**config.mk**
```make
export PLATFORM = sky130hd
export DESIGN_NAME = byte_alu_with_multiply
export DESIGN_NICKNAME = d
export VERILOG_FILES = /design/src/rtl/bam_pkg.sv /design/src/rtl/bam_alu.sv /design/src/rtl/byte_alu_with_multiply.sv
export SDC_FILE = /design/constraint.sdc
export NUM_CORES = 1
export LEC_CHECK = 0
export ABC_AREA = 1
export BUFFER_PORTS_ARGS = -buffer_cell sky130_fd_sc_hd__buf_2
export CAP_MARGIN = 20
export CORE_UTILIZATION = 45
export DETAILED_ROUTE_END_ITERATION = 10
export PLACE_DENSITY_LB_ADDON = 0.2
export SLEW_MARGIN = 25
export SYNTH_ARGS = -nofsm -noshare
export SYNTH_HDL_FRONTEND = slang
export SYNTH_SLANG_ARGS = --single-unit
```
**constraint.sdc**
```tcl
create_clock -name clk -period 7.2 [get_ports clk]
set_clock_uncertainty 0.15 [all_clocks]
set_input_delay 2.16 -clock clk [delete_from_list [all_inputs] [get_ports clk]]
set_output_delay 2.16 -clock clk [all_outputs]
set_load 0.005 [all_outputs]
```
**src/rtl/bam_pkg.sv**
```systemverilog
// Shared definitions for the byte ALU: opcode encodings and the
// result bundle passed from the ALU datapath to the top level.
// No dependencies.
package bam_pkg;

  localparam int unsigned DataW = 8;
  localparam int unsigned OpW   = 8;

  localparam logic [OpW-1:0] OPC_ADD   = 8'h00;
  localparam logic [OpW-1:0] OPC_SUB   = 8'h01;
  localparam logic [OpW-1:0] OPC_NEG   = 8'h02;
  localparam logic [OpW-1:0] OPC_EQ    = 8'h03;
  localparam logic [OpW-1:0] OPC_LT    = 8'h04;
  localparam logic [OpW-1:0] OPC_GT    = 8'h05;
  localparam logic [OpW-1:0] OPC_AND   = 8'h06;
  localparam logic [OpW-1:0] OPC_OR    = 8'h07;
  localparam logic [OpW-1:0] OPC_SLL   = 8'h08;
  localparam logic [OpW-1:0] OPC_SRL   = 8'h09;
  localparam logic [OpW-1:0] OPC_MULTU = 8'h0A;
  localparam logic [OpW-1:0] OPC_MULT  = 8'h0B;
  localparam logic [OpW-1:0] OPC_ADDU  = 8'h10;
  localparam logic [OpW-1:0] OPC_SUBU  = 8'h11;

  typedef struct packed {
    logic [DataW-1:0] result;
    logic             overflow;
    logic             known;
  } alu_res_t;

endpackage

```
**src/rtl/bam_alu.sv**
```systemverilog
// Combinational datapath of the byte ALU: decodes the opcode and
// computes the result byte and signed-overflow flag for one operation.
// Depends on bam_pkg.
module bam_alu
  import bam_pkg::*;
(
  input  logic [OpW-1:0]   op,
  input  logic [DataW-1:0] operand_a,
  input  logic [DataW-1:0] operand_b,
  input  logic [DataW-1:0] last_result,
  output alu_res_t         res
);

  // The signed multiply flags overflow of any shift-and-add partial sum,
  // taken from the lowest set bit of b upward.
  function automatic logic mult_ovf(input logic [DataW-1:0] a, input logic [DataW-1:0] b);
    logic [DataW-1:0] acc;
    logic [DataW-1:0] part;
    logic [DataW-1:0] sum;
    logic             ovf;
    acc = '0;
    ovf = 1'b0;
    for (int i = 0; i < DataW; i++) begin
      if (b[i]) begin
        part = a << i;
        sum  = acc + part;
        ovf  = ovf | ((acc[DataW-1] ^ sum[DataW-1]) & (part[DataW-1] ^ sum[DataW-1]));
        acc  = sum;
      end
    end
    return ovf;
  endfunction

  logic [DataW-1:0]   sum;
  logic [DataW-1:0]   diff;
  logic [2*DataW-1:0] prod;
  logic               add_ovf;
  logic               sub_ovf;
  logic               lt;
  logic               gt;

  assign sum  = operand_a + operand_b;
  assign diff = operand_a - operand_b;
  assign prod = operand_a * operand_b;

  assign add_ovf = (operand_a[DataW-1] ^ sum[DataW-1]) & (operand_b[DataW-1] ^ sum[DataW-1]);
  assign sub_ovf = (operand_a[DataW-1] ^ operand_b[DataW-1]) &
                   (operand_a[DataW-1] ^ diff[DataW-1]);
  assign lt = $signed(operand_a) < $signed(operand_b);
  assign gt = $signed(operand_a) > $signed(operand_b);

  always_comb begin
    res.result   = '0;
    res.overflow = 1'b0;
    res.known    = 1'b1;
    case (op)
      OPC_ADD: begin
        res.result   = sum;
        res.overflow = add_ovf;
      end
      OPC_SUB: begin
        res.result   = diff;
        res.overflow = sub_ovf;
      end
      OPC_NEG:   res.result = DataW'(0) - operand_a;
      OPC_EQ:    res.result = DataW'(operand_a == operand_b);
      OPC_LT:    res.result = DataW'(lt);
      OPC_GT:    res.result = DataW'(gt);
      OPC_AND:   res.result = operand_a & operand_b;
      OPC_OR:    res.result = operand_a | operand_b;
      OPC_SLL:   res.result = {operand_a[DataW-2:0], 1'b0};
      OPC_SRL:   res.result = {1'b0, operand_a[DataW-1:1]};
      OPC_MULTU: res.result = prod[DataW-1:0];
      OPC_MULT: begin
        res.result   = prod[DataW-1:0];
        res.overflow = mult_ovf(operand_a, operand_b);
      end
      OPC_ADDU:  res.result = sum;
      OPC_SUBU:  res.result = diff;
      default: begin
        res.result = last_result;
        res.known  = 1'b0;
      end
    endcase
  end

endmodule

```
**src/rtl/byte_alu_with_multiply.sv**
```systemverilog
// Top level of the byte ALU: input register, ALU datapath, result register
// and the remembered last result. Depends on bam_pkg and bam_alu.
//
// The block takes one operation per clock cycle while in_stall is low and
// passes each through the input register, a single pass through the ALU
// datapath and the result register, in that order. An unknown opcode
// returns the result of the last known opcode ahead of it (zero after
// reset) with the overflow flag clear. A stall on the result side holds
// the result register and, once the input register is also full, stalls
// the input side in the same cycle.
module byte_alu_with_multiply
  import bam_pkg::*;
(
  input  logic             clk,
  input  logic             rst_n,
  input  logic             in_valid,
  output logic             in_stall,
  input  logic [OpW-1:0]   in_op,
  input  logic [DataW-1:0] in_operand_a,
  input  logic [DataW-1:0] in_operand_b,
  output logic             out_valid,
  input  logic             out_stall,
  output logic [DataW-1:0] out_result,
  output logic             out_overflow
);

  logic             in_vld_r;
  logic [OpW-1:0]   op_r;
  logic [DataW-1:0] a_r;
  logic [DataW-1:0] b_r;
  logic             out_vld_r;
  logic [DataW-1:0] result_r;
  logic             overflow_r;
  logic [DataW-1:0] last_r;
  logic [DataW-1:0] last_nxt;
  logic             adv_out;
  logic             adv_in;
  alu_res_t         alu_res;

  bam_alu u_alu (
    .op          (op_r),
    .operand_a   (a_r),
    .operand_b   (b_r),
    .last_result (last_r),
    .res         (alu_res)
  );

  assign adv_out  = !out_vld_r || !out_stall;
  assign adv_in   = !in_vld_r || adv_out;
  assign in_stall = !adv_in;

  assign last_nxt = (in_vld_r && adv_out && alu_res.known) ? alu_res.result : last_r;

  always_ff @(posedge clk) begin
    if (!rst_n) begin
      in_vld_r  <= 1'b0;
      out_vld_r <= 1'b0;
      last_r    <= '0;
    end else begin
      if (adv_in) begin
        in_vld_r <= in_valid;
      end
      if (adv_out) begin
        out_vld_r <= in_vld_r;
      end
      last_r <= last_nxt;
    end
  end

  always_ff @(posedge clk) begin
    if (adv_in && in_valid) begin
      op_r <= in_op;
      a_r  <= in_operand_a;
      b_r  <= in_operand_b;
    end
    if (adv_out && in_vld_r) begin
      result_r   <= alu_res.result;
      overflow_r <= alu_res.overflow;
    end
  end

  assign out_valid    = out_vld_r;
  assign out_result   = result_r;
  assign out_overflow = overflow_r;

endmodule

```
* After elaboration in Yosys (flattened, before gate mapping)
Index checks and enable logic that the tools add are counted.
** Word-level totals
- Output and inout port bits :: 11
- Flip-flop bits (word level) :: 43
- Logic and storage cells :: 116
** Operators by class
- Add/subtract/negate cells :: 10
- Bitwise operators :: 36
- Magnitude comparators :: 2
- Eq/ne operators :: 14
- Reductions and logical operators :: 14
- Mux-type cells :: 31
- Multiply operators :: 1
** Operators with widths (count)
- 8-bit two-way mux :: 14
- 8-bit one-hot mux with 11 select lines :: 1
- 8-bit adder :: 8
- 8-bit by 3-bit equality test with 1-bit output, second input constant :: 4
- 8-bit by 4-bit equality test with 1-bit output, second input constant :: 4
- 1-bit XOR :: 18
- 8-bit by 2-bit equality test with 1-bit output, second input constant :: 2
- 8-bit by 5-bit equality test with 1-bit output, second input constant :: 2
- 1-bit two-way mux :: 15
- 14-bit OR reduction :: 1
- 1-bit AND :: 9
- 8-bit AND :: 1
- 8-bit by 1-bit equality test with 1-bit output, second input constant :: 1
- 8-bit equality test :: 1
- 8-bit > comparator :: 1
- 8-bit logical NOT :: 1
- 8-bit less-than comparator :: 1
- 8-bit by 8-bit multiplier with 8-bit output :: 1
- 8-bit bitwise OR :: 1
- 1-bit by 8-bit subtractor with 8-bit output, first input constant :: 1
- 8-bit subtractor :: 1
- 1-bit bitwise OR :: 7
- 2-bit OR reduction :: 3
- 1-bit logical NOT :: 4
- other kinds (3) :: 6

* Longest topological paths before layout
- Depth in word-level cells :: 26
- Depth in mapped cells :: 45

* By module
A second synthesis with hierarchy kept.
** Second synthesis, totals
- Cells, all modules :: 704
- Area, all modules :: 5215.0 sq um
** Modules (own cells, without submodules)
- bam_alu :: instances 1, cells each 588, area each 3684.8 sq um
- byte_alu_with_multiply :: instances 1, cells each 116, area each 1530.2 sq um

* Worst setup path after synthesis
Ideal clock, no wire load.
- Path kind :: flip-flop to flip-flop
- Start point :: register a_r[1]
- End point :: register overflow_r (netlist: out_overflow) (data pin)
- Cell stages (with the launch flop) :: 33
- Slack :: 1651 ps
- Data arrival time :: 5140 ps
- Required time :: 6791 ps
- Path through :: edfxtp_1 > buf_4 > nand2_1 > inv_2 > nand2_1 > fa_1 > inv_1 > xor2_1 > o21ai_2 > fa_1 > xnor2_1 > nand2_1 > nand2_1 > inv_1 > fa_1 > nor2_1 > nor2_1 > a21boi_0 > fa_1 > xor2_1 > nand2_1 > nand2_1 > fa_1 > a21oi_1 > o21ai_0 > inv_1 > nand2_2 > nand2_2 > nand2_1 > nand2_1 > nand2_1 > nand2_1 > a21oi_2
** RTL lines
- start: declaration :: RTL line byte_alu_with_multiply.sv:29 : logic [DataW-1:0] a_r;
- start signal: assignment :: RTL line byte_alu_with_multiply.sv:73 : a_r <= in_operand_a;
- end signal: assignment :: RTL line byte_alu_with_multiply.sv:78 : overflow_r <= alu_res.overflow;
- end: declaration :: RTL line byte_alu_with_multiply.sv:33 : logic overflow_r;

==> flow_summary.yaml <==
status:
  status: "complete, no violations"
hold_path:
  holdPathStages: 2
  min_from: "in_vld_r"
  min_path_type: "reg2reg"
yosys:
  syn_inst: 683
  synth_edf_count: 33
  yosys.area.top_type: "edfxtp_1"
  synth.most_common_cell: "nand2_1"
  yosys_warnings: 0
  syn_nets: 784
  synth-main-ff-cell: "edfxtp_1"
  ys_top_cells_by_count: "nand2_1, inv_1, ha_1, nor2_1, nand3_1"
  syn_area_um2: 4980
  synthArstFlopShare_pct: 0
  synth_area_leaders: "edfxtp_1, ha_1, nand2_1"
  synthDistinctLibCells: 47
  avgSynthCellArea_um2: 7.29
  synth-seq-area-share_pct: 23.9
  synth-seq-cells: 43
  synth_top_area_share_pct: 19.9
global_route:
  grt_max_degree: 25
  overflow: 0
  antenna_found_initial: 0
  grt_pass1_wl_um: 22200
  grt_usage_pct: 25.2
  grt_pass1_vias: 4385
worst_setup_path:
  cp-start-kind: "flip-flop"
  slowest_delay_ns: 0.63
  end_kind: "flip-flop"
  crit_path_frequent_cell: "nand2_1"
  path_class: "reg2reg"
  crit_start: "b_r[0]"
  critical_path_arrival_ns: 5.70
  r2r_start: "b_r[0]"
  required_ns: 7.10
  worst-r2r-cell-count: 36
  crit_path_top_delay_cell: "edfxtp_1"
  crit_fanout: 11
die:
  die_w_um: 107
  die_h_um: 107
  io_pins: 39
  core_um2: 10800
  initial_core_util_pct: 46.1
  rows: 38
  dieArea_um2: 11500
cts:
  clk_root_buffer_cell: "clkbuf_8"
  clk_pin_slew_ns: 0.08
  cts_sinks: 43
  clk_latency_ns: 0.30
  cts_resized: 0
  cts.path.max_buffers: 2
  holdBufCountCts: 0
  post_cts_buffers: 0
  h-tree-depth: 2
  cts_tree: "built"
  cts_inserted_buffers: 5
placement:
  gp_congestion: 0.950
  dp_hpwl_um: 11000
  portBuffers: 38
power:
  p_comb_share_pct: 44.6
  p_leak_nw: 2.80
  total_power_uw: 874
  p_clk_share_pct: 21.3
  power.density_nw_per_um2: 162
  pwr-share-seq_pct: 34.1
  p_int_uw: 527
  irDropWorstVdd_mv: 0.112
  p_sw_uw: 347
  switching_share_pct: 39.7
cells_and_area:
  utilization_pct: 50.1
  layout.nets: 820
  fillers: 1064
  multi_input_area_um2: 3200
  final-seq-area_um2: 1190
  drive_gt1_share_pct: 11.9
  num_antenna_cells: 0
  syn_to_final_growth_pct: 8.67
timing:
  relSlewSlack_pct: 35.4
  period_needed_ns: 5.80
  setup_viol: 0
  holdWs_ns: 0.331
  worstMarginPinSlew_ns: 0.968
  finalMaxSlewViolations: 0
  tns_ns: 0
  rsz0062_at_grt: "false"
  fmax_mhz: 172
  hold_violations: 0
  finalCritPeriodShare_pct: 80.6
drt:
  antenna_left: 0
  avgViaCountPerCell: 5.39
  drt-pass1-iter-count: 5
  drc_errors: 0
  num_vias: 4637
  wl_per_cell_um: 16.1
  wirelength_um: 13800
  drtIter0Drc: 362
job:
  cap_viol_max_count: 0
state kept, by name, indices dropped and copies added, names as in the netlist:
| signal | count |
|---|---|
| b_r | 8 |
| in_vld_r | 1 |
| out_valid | 1 |
| out_overflow | 1 |
| out_result | 8 |
| a_r | 8 |
| last_r | 8 |
| op_r | 8 |
critical path: cells and delay by family (launching register included):
family | cells | cell delay (ns)
DFF | 1 | 0.63
buffers and inverters | 5 | 0.41
adders and majority gates | 5 | 1.75
xor gates and xnor gates | 2 | 0.30
AOI/OAI and AO/OA | 6 | 0.95
and+or+nand+nor | 18 | 1.33
per-layer routing:
| metal | track usage [%] | part of all wire [%] | vias to the layer above |
|---|---|---|---|
| met1 | 34.2 | 45 | 2160 |
| met2 | 40.6 | 46 | 164 |
| met5 | 0 | 0 | - |
| met4 | 7.14 | 1.7 | 0 |
| met3 | 5.05 | 7.1 | 22 |
| li1 | - | - | 2291 |
per-stage QoR:
stage	cells	setup WS [ns]	instance area [µm²]
after floorplan	683	1.65	4980
after global placement	852	1.62	5300
after detailed placement	852	1.44	5300
after CTS	860	1.44	5410
after global routing	860	0.931	5410
final	860	1.40	5410
cell families (layout without fill, tap and decap cells):
kind of cell | count (synthesis) | after routing | synth area share, %
simple gates | 288 | 288 | 25.8
buf+inv | 148 | 185 | 11.8
compound gates | 105 | 105 | 12.6
fa+ha+maj | 73 | 73 | 21.2
flops | 43 | 43 | 23.9
xor+xnor | 26 | 26 | 4.57
final timing paths:
path	slack [ns]	end
min reg2reg	0.33	out_valid
max	1.40	out_overflow
min	0.33	out_valid
max reg2reg	1.40	out_overflow
cells in the final DEF (no fill, tap or decap), drive strengths merged, types with 2 or more instances in the layout:
cell type | netlist | routed
xnor2 | 9 | 9
inv | 132 | 132
xor2 | 17 | 17
o21ai | 34 | 34
buf | 10 | 44
a31oi | 3 | 3
a221oi | 4 | 4
a311oi | 2 | 2
nor3 | 8 | 8
dfxtp | 10 | 10
o22ai | 10 | 10
edfxtp | 33 | 33
ha | 54 | 54
or2 | 2 | 2
a21oi | 37 | 37
o311ai | 2 | 2
nand4 | 9 | 9
nand3 | 54 | 54
nand2 | 159 | 159
a211oi | 3 | 3
a21boi | 2 | 2
nor2 | 54 | 54
fa | 19 | 19
clkbuf | 5 | 5
clkinv | 1 | 3
o2111ai | 2 | 2
power groups by stage:
| stage | sequential [mW] | combinational (mW) | clock, mW |
|---|---|---|---|
| floorplan | 0.295 | 0.297 | 0 |
| global placement | 0.303 | 0.380 | 0 |
| detailed placement | 0.303 | 0.386 | 0 |
| CTS | 0.298 | 0.389 | 0.191 |
| global route | 0.299 | 0.443 | 0.201 |
| finish | 0.298 | 0.390 | 0.186 |
cell type report:
type / instances / area share, %
clock buffers: 5 / 1.27
clock inverters: 3 / 0.717
inverters: 133 / 9.27
multi-input cells: 492 / 59.1
flip-flops and latches: 43 / 22.0
well taps: 140 / 3.24
repair buffers: 44 / 4.35
Note: power is estimated with default switching activity, not from simulation.
